===== config.mk =====
export PLATFORM = sky130hd
export DESIGN_NAME = grid_min_cost_path_unit_flat
export DESIGN_NICKNAME = d
export VERILOG_FILES = /design/src/design/gmcp_pkg.sv /design/src/design/gmcp_if.sv /design/src/design/gmcp_line_buf.sv /design/src/design/gmcp_cost_core.sv /design/src/design/grid_min_cost_path_unit.sv /design/src/flat_wrapper.sv
export VERILOG_INCLUDE_DIRS = /design/src /design/src/design
export SDC_FILE = /design/constraint.sdc
export NUM_CORES = 2
export LEC_CHECK = 0
export ABC_CLOCK_PERIOD_IN_PS = 14700
export CORE_AREA = 2 2 523 395
export DETAILED_ROUTE_END_ITERATION = 10
export DIE_AREA = 0 0 525 397
export DONT_BUFFER_PORTS = 1
export GPL_ROUTABILITY_DRIVEN = 0
export GPL_TIMING_DRIVEN = 0
export PLACE_DENSITY_LB_ADDON = 0.1
export SETUP_SLACK_MARGIN = 0.15
export SLEW_MARGIN = 5
export SYNTH_ARGS = -nofsm -noshare
export SYNTH_HDL_FRONTEND = slang
export SYNTH_SLANG_ARGS = --single-unit

===== constraint.sdc =====
create_clock -name i_clk -period 14.7 [get_ports i_clk]
set_input_delay 2.94 -clock i_clk [delete_from_list [all_inputs] [get_ports i_clk]]
set_output_delay 2.94 -clock i_clk [all_outputs]
set_load 0.01 [all_outputs]

===== src/design/grid_min_cost_path_unit_macros.svh =====
// Assertion helpers shared by the grid path unit.
`ifndef GRID_MIN_COST_PATH_UNIT_MACROS_SVH
`define GRID_MIN_COST_PATH_UNIT_MACROS_SVH

// Consequent checked in the same cycle as the antecedent.
`define GMCP_ASSERT_SAME(label, clk, rst_n, ante, cons, msg) \
    label: assert property (@(posedge clk) disable iff (!rst_n) (ante) |-> (cons)) \
        else $error(msg);

// Consequent checked in the cycle after the antecedent.
`define GMCP_ASSERT_NEXT(label, clk, rst_n, ante, cons, msg) \
    label: assert property (@(posedge clk) disable iff (!rst_n) (ante) |=> (cons)) \
        else $error(msg);

`endif


===== src/design/gmcp_pkg.sv =====
`default_nettype none

package gmcp_pkg;

    localparam int COST_W     = 24;
    localparam int CFG_IDX_W  = 8;
    localparam int CFG_DATA_W = 8;
    // wide enough for any effective count up to the largest supported grid side
    localparam int LIM_W      = 13;

    localparam logic [CFG_IDX_W-1:0] REG_ROW_COUNT = 8'd0;
    localparam logic [CFG_IDX_W-1:0] REG_COL_COUNT = 8'd1;

    localparam logic [CFG_DATA_W-1:0] COUNT_RESET = 8'd1;

    typedef logic signed [COST_W-1:0] t_cost;

    typedef struct packed {
        logic first_row;
        logic first_col;
        logic last;
    } t_cell_ctl;

endpackage

`default_nettype wire


===== src/design/gmcp_if.sv =====
`default_nettype none

interface gmcp_cell_if #(parameter int VALUE_WIDTH = 16);
    logic                          valid;
    logic                          ready;
    logic signed [VALUE_WIDTH-1:0] cell_value;

    modport source (output valid, output cell_value, input ready);
    modport sink   (input valid, input cell_value, output ready);
endinterface

interface gmcp_cost_if;
    logic                              valid;
    logic                              ready;
    logic signed [gmcp_pkg::COST_W-1:0] min_cost;

    modport source (output valid, output min_cost, input ready);
    modport sink   (input valid, input min_cost, output ready);
endinterface

interface gmcp_cfg_if;
    logic                               valid;
    logic                               ready;
    logic [gmcp_pkg::CFG_IDX_W-1:0]     reg_index;
    logic [gmcp_pkg::CFG_DATA_W-1:0]    wr_data;

    modport source (output valid, output reg_index, output wr_data, input ready);
    modport sink   (input valid, input reg_index, input wr_data, output ready);
endinterface

`default_nettype wire


===== src/design/gmcp_line_buf.sv =====
`default_nettype none

module gmcp_line_buf #(
    parameter int DEPTH  = 128,
    parameter int ADDR_W = 7
) (
    input  wire logic                i_clk,
    input  wire logic                i_rst_n,
    input  wire logic                i_rd_en,
    input  wire logic [ADDR_W-1:0]   i_rd_addr,
    output gmcp_pkg::t_cost          o_rd_data,
    input  wire logic                i_wr_en,
    input  wire logic [ADDR_W-1:0]   i_wr_addr,
    input  gmcp_pkg::t_cost          i_wr_data
);
    import gmcp_pkg::*;

    t_cost r_mem [DEPTH];
    t_cost r_rd_data;
    t_cost r_fwd_data;
    logic  r_fwd_hit;

    always_ff @(posedge i_clk) begin
        if (i_wr_en) begin
            r_mem[i_wr_addr] <= i_wr_data;
        end
        if (i_rd_en) begin
            r_rd_data  <= r_mem[i_rd_addr];
            r_fwd_data <= i_wr_data;
        end
    end

    // read and write to one entry in the same cycle: hand over the new value
    always_ff @(posedge i_clk) begin
        if (!i_rst_n) begin
            r_fwd_hit <= 1'b0;
        end else if (i_rd_en) begin
            r_fwd_hit <= i_wr_en && (i_wr_addr == i_rd_addr);
        end
    end

    assign o_rd_data = r_fwd_hit ? r_fwd_data : r_rd_data;

endmodule

`default_nettype wire


===== src/design/gmcp_cost_core.sv =====
`default_nettype none

module gmcp_cost_core #(
    parameter int VALUE_WIDTH = 16
) (
    input  wire logic                          i_clk,
    input  wire logic                          i_rst_n,
    input  wire logic                          i_step,
    input  wire logic                          i_clear,
    input  gmcp_pkg::t_cell_ctl                i_ctl,
    input  wire logic signed [VALUE_WIDTH-1:0] i_value,
    input  gmcp_pkg::t_cost                    i_up,
    output gmcp_pkg::t_cost                    o_best
);
    import gmcp_pkg::*;

    localparam int SUM_W = ((VALUE_WIDTH > COST_W) ? VALUE_WIDTH : COST_W) + 2;
    localparam logic signed [SUM_W-1:0] SAT_MAX =
        {{(SUM_W-COST_W+1){1'b0}}, {(COST_W-1){1'b1}}};
    localparam logic signed [SUM_W-1:0] SAT_MIN =
        {{(SUM_W-COST_W+1){1'b1}}, {(COST_W-1){1'b0}}};

    t_cost r_left_best;
    t_cost r_diag_best;
    t_cost n_left_best;
    t_cost n_diag_best;

    t_cost                   w_pick;
    t_cost                   w_min_ul;
    logic signed [SUM_W-1:0] w_sum;

    always_comb begin
        w_min_ul = (r_left_best < i_up) ? r_left_best : i_up;
        if (i_ctl.first_row && i_ctl.first_col) begin
            w_pick = '0;
        end else if (i_ctl.first_row) begin
            w_pick = r_left_best;
        end else if (i_ctl.first_col) begin
            w_pick = i_up;
        end else begin
            w_pick = (r_diag_best < w_min_ul) ? r_diag_best : w_min_ul;
        end
        w_sum = {{(SUM_W-VALUE_WIDTH){i_value[VALUE_WIDTH-1]}}, i_value}
              + {{(SUM_W-COST_W){w_pick[COST_W-1]}}, w_pick};
        if (w_sum > SAT_MAX) begin
            o_best = SAT_MAX[COST_W-1:0];
        end else if (w_sum < SAT_MIN) begin
            o_best = SAT_MIN[COST_W-1:0];
        end else begin
            o_best = w_sum[COST_W-1:0];
        end
    end

    always_comb begin
        n_left_best = r_left_best;
        n_diag_best = r_diag_best;
        if (i_clear) begin
            n_left_best = '0;
            n_diag_best = '0;
        end else if (i_step) begin
            if (i_ctl.last) begin
                n_left_best = '0;
                n_diag_best = '0;
            end else begin
                n_left_best = o_best;
                n_diag_best = i_up;
            end
        end
    end

    always_ff @(posedge i_clk) begin
        if (!i_rst_n) begin
            r_left_best <= '0;
            r_diag_best <= '0;
        end else begin
            r_left_best <= n_left_best;
            r_diag_best <= n_diag_best;
        end
    end

endmodule

`default_nettype wire


===== src/design/grid_min_cost_path_unit.sv =====
// Minimum path cost over a grid of signed cell costs, moves down, right or
// down-right. Cells enter row-major on i_cell; row and column counts are
// written on i_cfg (a count of zero acts as one, a count above the maximum as
// the maximum) and every write to either count restarts the grid. One cell
// is taken per clock cycle: a cell's read of the previous row's best cost
// from the line-buffer memory is issued on acceptance and the add/compare
// completes in the registered cell stage, with the result for the grid's
// last cell passing through the output register to o_cost. Input stalls
// only while a finished result is still waiting on o_cost and the next last
// cell is ready to complete, or while a configuration write is offered on
// i_cfg. Configuration writes are taken whenever no cell is in flight.
`default_nettype none

`include "grid_min_cost_path_unit_macros.svh"

module grid_min_cost_path_unit #(
    parameter int MAX_ROWS    = 128,
    parameter int MAX_COLS    = 128,
    parameter int VALUE_WIDTH = 16
) (
    input  wire logic       i_clk,
    input  wire logic       i_rst_n,
    gmcp_cell_if.sink       i_cell,
    gmcp_cost_if.source     o_cost,
    gmcp_cfg_if.sink        i_cfg
);
    import gmcp_pkg::*;

    localparam int ROW_W = (MAX_ROWS > 1) ? $clog2(MAX_ROWS) : 1;
    localparam int COL_W = (MAX_COLS > 1) ? $clog2(MAX_COLS) : 1;

    logic [CFG_DATA_W-1:0] r_row_count;
    logic [CFG_DATA_W-1:0] r_col_count;
    logic [ROW_W-1:0]      r_row;
    logic [COL_W-1:0]      r_col;

    logic                          r_s0_valid;
    t_cell_ctl                     r_s0_ctl;
    logic signed [VALUE_WIDTH-1:0] r_s0_value;
    logic [COL_W-1:0]              r_s0_col;

    logic  r_out_valid;
    t_cost r_out_cost;

    logic [LIM_W-1:0] w_row_lim;
    logic [LIM_W-1:0] w_col_lim;
    logic [LIM_W-1:0] w_row_last;
    logic [LIM_W-1:0] w_col_last;
    logic             w_at_last_row;
    logic             w_at_last_col;
    logic             w_cfg_acc;
    logic             w_cfg_hit;
    logic             w_in_acc;
    logic             w_consume;
    t_cell_ctl        w_ctl;
    t_cost            w_up;
    t_cost            w_best;

    // effective counts
    always_comb begin
        if (r_row_count == '0) begin
            w_row_lim = LIM_W'(1);
        end else if (LIM_W'(r_row_count) > LIM_W'(MAX_ROWS)) begin
            w_row_lim = LIM_W'(MAX_ROWS);
        end else begin
            w_row_lim = LIM_W'(r_row_count);
        end
        if (r_col_count == '0) begin
            w_col_lim = LIM_W'(1);
        end else if (LIM_W'(r_col_count) > LIM_W'(MAX_COLS)) begin
            w_col_lim = LIM_W'(MAX_COLS);
        end else begin
            w_col_lim = LIM_W'(r_col_count);
        end
        w_row_last    = w_row_lim - LIM_W'(1);
        w_col_last    = w_col_lim - LIM_W'(1);
        w_at_last_row = (LIM_W'(r_row) == w_row_last);
        w_at_last_col = (LIM_W'(r_col) == w_col_last);
        w_ctl.first_row = (r_row == '0);
        w_ctl.first_col = (r_col == '0);
        w_ctl.last      = w_at_last_row && w_at_last_col;
    end

    assign w_consume = r_s0_valid && (!r_s0_ctl.last || !r_out_valid || o_cost.ready);

    assign i_cfg.ready  = !r_s0_valid;
    assign i_cell.ready = (!r_s0_valid || w_consume) && !i_cfg.valid;

    assign w_cfg_acc = i_cfg.valid && i_cfg.ready;
    assign w_cfg_hit = w_cfg_acc
        && ((i_cfg.reg_index == REG_ROW_COUNT) || (i_cfg.reg_index == REG_COL_COUNT));
    assign w_in_acc  = i_cell.valid && i_cell.ready;

    // configuration and grid position
    always_ff @(posedge i_clk) begin
        if (!i_rst_n) begin
            r_row_count <= COUNT_RESET;
            r_col_count <= COUNT_RESET;
            r_row       <= '0;
            r_col       <= '0;
        end else if (w_cfg_hit) begin
            if (i_cfg.reg_index == REG_ROW_COUNT) begin
                r_row_count <= i_cfg.wr_data;
            end else begin
                r_col_count <= i_cfg.wr_data;
            end
            r_row <= '0;
            r_col <= '0;
        end else if (w_in_acc) begin
            if (w_at_last_col) begin
                r_col <= '0;
                r_row <= w_at_last_row ? '0 : r_row + ROW_W'(1);
            end else begin
                r_col <= r_col + COL_W'(1);
            end
        end
    end

    // cell stage: holds the cell while its line-buffer read completes
    always_ff @(posedge i_clk) begin
        if (!i_rst_n) begin
            r_s0_valid <= 1'b0;
        end else if (w_in_acc) begin
            r_s0_valid <= 1'b1;
        end else if (w_consume) begin
            r_s0_valid <= 1'b0;
        end
    end

    always_ff @(posedge i_clk) begin
        if (w_in_acc) begin
            r_s0_ctl   <= w_ctl;
            r_s0_value <= i_cell.cell_value;
            r_s0_col   <= r_col;
        end
    end

    // output register
    always_ff @(posedge i_clk) begin
        if (!i_rst_n) begin
            r_out_valid <= 1'b0;
        end else if (w_consume && r_s0_ctl.last) begin
            r_out_valid <= 1'b1;
        end else if (o_cost.ready) begin
            r_out_valid <= 1'b0;
        end
    end

    always_ff @(posedge i_clk) begin
        if (w_consume && r_s0_ctl.last) begin
            r_out_cost <= w_best;
        end
    end

    assign o_cost.valid    = r_out_valid;
    assign o_cost.min_cost = r_out_cost;

    gmcp_line_buf #(
        .DEPTH  (MAX_COLS),
        .ADDR_W (COL_W)
    ) u_line_buf (
        .i_clk     (i_clk),
        .i_rst_n   (i_rst_n),
        .i_rd_en   (w_in_acc),
        .i_rd_addr (r_col),
        .o_rd_data (w_up),
        .i_wr_en   (w_consume),
        .i_wr_addr (r_s0_col),
        .i_wr_data (w_best)
    );

    gmcp_cost_core #(
        .VALUE_WIDTH (VALUE_WIDTH)
    ) u_cost_core (
        .i_clk   (i_clk),
        .i_rst_n (i_rst_n),
        .i_step  (w_consume),
        .i_clear (w_cfg_hit),
        .i_ctl   (r_s0_ctl),
        .i_value (r_s0_value),
        .i_up    (w_up),
        .o_best  (w_best)
    );

    `GMCP_ASSERT_NEXT(a_pos_wraps, i_clk, i_rst_n, w_in_acc && w_ctl.last,
        (r_row == '0) && (r_col == '0), "position not back at origin after last cell")
    `GMCP_ASSERT_SAME(a_fwd_one_col, i_clk, i_rst_n,
        w_in_acc && w_consume && (r_s0_col == r_col), w_col_last == '0,
        "same-entry read and write outside a one-column grid")
    `GMCP_ASSERT_SAME(a_no_overwrite, i_clk, i_rst_n, r_out_valid && !o_cost.ready,
        !(w_consume && r_s0_ctl.last), "pending result overwritten")
    `GMCP_ASSERT_SAME(a_cfg_idle, i_clk, i_rst_n, w_cfg_acc,
        !r_s0_valid && !w_in_acc, "config write taken with a cell in flight")

endmodule

`default_nettype wire


===== src/flat_wrapper.sv =====
// flat-port wrapper written by rule: the top's interface ports become plain ports
module grid_min_cost_path_unit_flat import gmcp_pkg::*;
#(
    parameter int MAX_ROWS    = 128,
    parameter int MAX_COLS    = 128,
    parameter int VALUE_WIDTH = 16
)
  (i_clk, i_rst_n, i_cell_valid, i_cell_cell_value, i_cell_ready, o_cost_valid, o_cost_min_cost, o_cost_ready, i_cfg_valid, i_cfg_reg_index, i_cfg_wr_data, i_cfg_ready);
  gmcp_cell_if #(.VALUE_WIDTH(VALUE_WIDTH)) i_cell_i ();
  gmcp_cost_if o_cost_i ();
  gmcp_cfg_if i_cfg_i ();
  input  wire logic i_clk;
  input  wire logic i_rst_n;
  input wire logic [$bits(i_cell_i.valid)-1:0] i_cell_valid;
  input wire logic [$bits(i_cell_i.cell_value)-1:0] i_cell_cell_value;
  output wire logic [$bits(i_cell_i.ready)-1:0] i_cell_ready;
  output wire logic [$bits(o_cost_i.valid)-1:0] o_cost_valid;
  output wire logic [$bits(o_cost_i.min_cost)-1:0] o_cost_min_cost;
  input wire logic [$bits(o_cost_i.ready)-1:0] o_cost_ready;
  input wire logic [$bits(i_cfg_i.valid)-1:0] i_cfg_valid;
  input wire logic [$bits(i_cfg_i.reg_index)-1:0] i_cfg_reg_index;
  input wire logic [$bits(i_cfg_i.wr_data)-1:0] i_cfg_wr_data;
  output wire logic [$bits(i_cfg_i.ready)-1:0] i_cfg_ready;
  assign i_cell_i.valid = i_cell_valid;
  assign i_cell_i.cell_value = i_cell_cell_value;
  assign i_cell_ready = i_cell_i.ready;
  assign o_cost_valid = o_cost_i.valid;
  assign o_cost_min_cost = o_cost_i.min_cost;
  assign o_cost_i.ready = o_cost_ready;
  assign i_cfg_i.valid = i_cfg_valid;
  assign i_cfg_i.reg_index = i_cfg_reg_index;
  assign i_cfg_i.wr_data = i_cfg_wr_data;
  assign i_cfg_ready = i_cfg_i.ready;
  grid_min_cost_path_unit #(.MAX_ROWS(MAX_ROWS), .MAX_COLS(MAX_COLS), .VALUE_WIDTH(VALUE_WIDTH)) u_core (.i_clk(i_clk), .i_rst_n(i_rst_n), .i_cell(i_cell_i), .o_cost(o_cost_i), .i_cfg(i_cfg_i));
endmodule

==> summary.txt <==
Status
  – Outcome: finished, violations left
  – Failing checks: max-capacitance violations, max-slew violations

Timing
  – Hold violation total from the final report: 0
  – Max-slew violation count: 22
  – Max-slew headroom at the worst pin: -3.361%
  – Final setup TNS: 0 ns
  – Minimum setup slack in the final design: 1.965 ns
  – Highest Clock Rate: slightly below 80 MHz
  – Portion of the clock cycle consumed by the worst path in the final layout: between 80% and 90%
  – Endpoints failing setup: 0
  – Minimum period implied by the final worst setup slack: ~13 ns
  – Unrepaired setup endpoints after global routing: no
  – Slew of the pin with the lowest slew margin: around 1.6 ns
  – Worst clock skew on the final layout: 0.04750 ns

Power
  – Sw power: around 0.0038 W
  – Worst vdd rail ir drop: about 0.00010 V
  – Clk pwr share: 41.8%
  – Switching power as a share of total power: between 20% and 30%
  – Share of total power in sequential cells: between 50% and 60%
  – Internal Dissipation: about 0.015 W
  – Leakage: ~44 nW
  – Portion of total power attributed to combinational logic: ~2.3%
  – Power per Cell Area: about 130 mW/mm²

Floorplanning
  – Core Rows: 144
  – Full die area: about 0.21 mm²
  – Die Y-Extent: between 300 and 400 µm
  – Ports placed on the boundary: 64
  – Effective utilization at floorplan: 62.54%
  – DIE WIDTH: between 500 and 600 µm
  – Core region area: around 0.20 mm²

Synth
  – Portion of the post-synthesis area used by sequential elements: about three quarters
  – Post-synthesis cell count: approximately 5700
  – Number of synthesized flops with an enable pin: between 3000 and 4000
  – Area of the mapped netlist: approximately 0.13 mm²
  – Number of storage elements in the synthesis netlist: 3251
  – Share of flip-flops with an asynchronous set or reset after synthesis: 0%
  – Syn_nets: roughly 5800
  – Netlist cell types: 80
  – Number of synthesis warnings: 0
  – Syn Area/Cell: between 20 and 25 µm²
  – Main synth FF type: edfxtp_1

Global route
  – Global-route wire length before repair: around 530 mm
  – GRT Total Usage: 37.84%
  – Remaining Overflow, GRT: 0
  – Maximum number of pins on one net before global-route repair: 93
  – Number of antenna violations at the first check in global routing: 32
  – Number of global-route vias before repair: around 64000

Cells and area
  – Commonest cells after routing, fill and taps aside: edfxtp_1 (3170), mux4_2 (966), clkbuf_16 (311), clkbuf_1 (175), nor2_4 (130)
  – Layout cells sized above 1: a little under a third
  – # nets final: 6288
  – Fillcell total: between 10000 and 15000
  – Utilization after layout: between 70% and 80%
  – Most common library cell in the layout ignoring fill and taps: edfxtp_1
  – Area Growth Syn to Fin: 14.15%

Clock network
  – Number of gates resized after cts: 0
  – Number of clock buffers inserted by TritonCTS: 302
  – Clock-pin slew reported for the worst setup and hold paths after clock tree synthesis: 0.06 ns
  – Worst skew pair latency: ~0.89 ns
  – H-tree depth reported by CTS: 5
  – Maximum root-to-sink buffer count: 4
  – Total of hold buffers inserted after clock tree synthesis: 0
  – CTS tree: built
  – Post-CTS setup buffer count: 0
  – Clock tree root buffer cell: clkbuf_16
  – # clock sinks: 3251

Worst hold path
  – Instance count along the most critical hold path: 0
  – Startpoint of the tightest hold check path: u_core.r_col[6]$_SDFFE_PP0P_
  – Hold Crit Endpoint: u_core.r_s0_col[6]$_DFFE_PP_
  – Type of the tightest min-delay check: flop to flop

Routing
  – Routed WL per cell: 42.92 µm
  – Iteration count of the initial detailed-routing pass: 7
  – Detailed Route Iter0 Violations: between 10000 and 15000
  – Final antenna-violating net count: 0
  – Via/cell ratio: 7.370
  – Post-Route WL: 391.3 mm
  – Number of DRC violations after detailed routing: 0
  – Total vias in the final route: 67180

Critical path
  – Register-to-Register Path Depth: 36
  – Crit path DAT: about 13 ns
  – Slowest stage delay, CP: 1.00 ns
  – Crit Reg-Reg Endpoint: u_core.u_line_buf.r_mem[118][5]$_DFFE_PP_
  – Top fanout value on the critical path: 67
  – Register-to-Register Setup Slack: between 1.5 and 2 ns
  – Max stage delay cell, worst path: clkbuf_1
  – Worst path buffer plus inverter count: 8
  – Family with the most delay on the worst path: compound AO/OA/AOI/OAI gates
  – Endpoint kind of the worst setup timing path: flop
  – CP Data Required Time: about 15 ns
  – Startpoint of the most critical register-to-register path: u_core.u_line_buf.r_fwd_hit$_SDFFE_PN0P_
  – Critical path class: flop to flop
  – Category of the worst setup path launch point: flop

Placed design
  – DP HPWL: 262.4 mm
  – Count of buffers from port buffering: 0
  – Setup WS pre-CTS: roughly 2.4 ns

Flow run
  – Max Cap Violations: 3
-- state kept, by name, summed over array words and instances, names as in the netlist, 8 cells and up --
name	cells
u_core.u_cost_core.r_diag_best	24
u_core.u_line_buf.r_mem	3072
u_core.r_s0_value	16
u_core.u_line_buf.r_fwd_data	24
u_core.r_row_count	8
u_core.r_col_count	8
u_core.u_cost_core.r_left_best	24
u_core.u_line_buf.r_rd_data	24
u_core.o_cost.min_cost	24
-- worst register-to-register path: cells and delay by family (launching register included) --
family | cells | cell delay, ns
adder cells (fa/ha/maj) | 3 | 0.90
multiplexers | 1 | 0.72
AO/OA/AOI/OAI | 16 | 4.18
buffers and inverters | 8 | 3.48
flip-flops | 1 | 0.30
AND/OR/NAND/NOR | 8 | 2.57
-- stage by stage --
stage | instances | hold WS (ns) | area (µm²) | total power, W
after detailed placement | 8571 | 0.4165 | 136000 | 0.01087
after CTS | 9110 | 0.4371 | 145400 | 0.01835
final | 9116 | 0.4450 | 145500 | 0.01836
after global placement | 8397 | 0.4060 | 130800 | 0.01085
after global routing | 9110 | 0.4436 | 145500 | 0.01871
after floorplan | 5696 | 0.4029 | 127400 | 0.01065
-- power groups by stage --
stage | Combinational, W | Clock (W) | Sequential, W
5_1_grt | 0.000440 | 0.00802 | 0.0103
2_1_floorplan | 0.000170 | 0 | 0.0105
3_5_place_dp | 0.000411 | 0 | 0.0105
4_1_cts | 0.000411 | 0.00768 | 0.0103
6_report | 0.000426 | 0.00768 | 0.0103
3_3_place_gp | 0.000324 | 0 | 0.0105
-- cell usage after synthesis, types with 50 or more instances --
cell type	n	share of area [%]
edfxtp_1	3170	75
mux4_2	966	17
nor2_1	250	0.74
clkbuf_1	155	0.46
nand2_1	127	0.37
a21oi_1	101	0.40
buf_2	93	0.37
dfxtp_1	81	1.3
ha_1	76	0.75
mux2i_1	63	0.49
a221o_1	50	0.39
o21ai_0	50	0.20
-- worst max path at each step --
stage,endpoint,from,cells after the start
after global routing,u_core.u_line_buf.r_mem[110][5]$_DFFE_PP_,u_core.u_line_buf.r_fwd_hit$_SDFFE_PN0P_,36
after global placement,u_core.u_line_buf.r_mem[112][16]$_DFFE_PP_,u_core.u_line_buf.r_fwd_hit$_SDFFE_PN0P_,36
after CTS,u_core.u_line_buf.r_mem[110][5]$_DFFE_PP_,u_core.u_line_buf.r_fwd_hit$_SDFFE_PN0P_,36
after floorplan,u_core.o_cost.min_cost[16]$_DFFE_PP_,u_core.u_line_buf.r_fwd_hit$_SDFFE_PN0P_,36
final,u_core.u_line_buf.r_mem[118][5]$_DFFE_PP_,u_core.u_line_buf.r_fwd_hit$_SDFFE_PN0P_,36
after detailed placement,u_core.u_line_buf.r_mem[120][5]$_DFFE_PP_,u_core.u_line_buf.r_fwd_hit$_SDFFE_PN0P_,36
-- routing by layer --
layer  track usage [%]  routed length [µm]  up-vias
li1                  -                   -    25170
met5             1.605                 695        -
met4             16.57               20880       34
met3             18.70               72920      919
met1             53.78              138000    35050
met2             49.70              158800     6009
-- layout make-up --
cell class              count  area (µm²)  area share, %
diodes                      6       15.01        0.01032
plain buffers             302        1381         0.9496
clock buffers             372        8021          5.514
clock inverters           167        1396         0.9599
inverters                  44       167.7         0.1153
multi-input cells        2099       30280          20.82
flip-flops and latches   3251       96810          66.55
well taps                2701        3379          2.323
repair buffers            174        4011          2.758
-- logic make-up (layout without fill, tap and decap cells) --
group | Yosys count | count (layout) | synth area share [%]
compound gates | 354 | 354 | 1.892
other cells | 0 | 6 | 0
xor+xnor | 41 | 41 | 0.2818
mux | 1064 | 1064 | 17.88
buf+inv | 346 | 1059 | 1.161
flops | 3251 | 3251 | 75.97
simple gates | 563 | 563 | 2.053
fa+ha+maj | 77 | 77 | 0.7619
No activity file was read; power rests on OpenSTA's default activity.
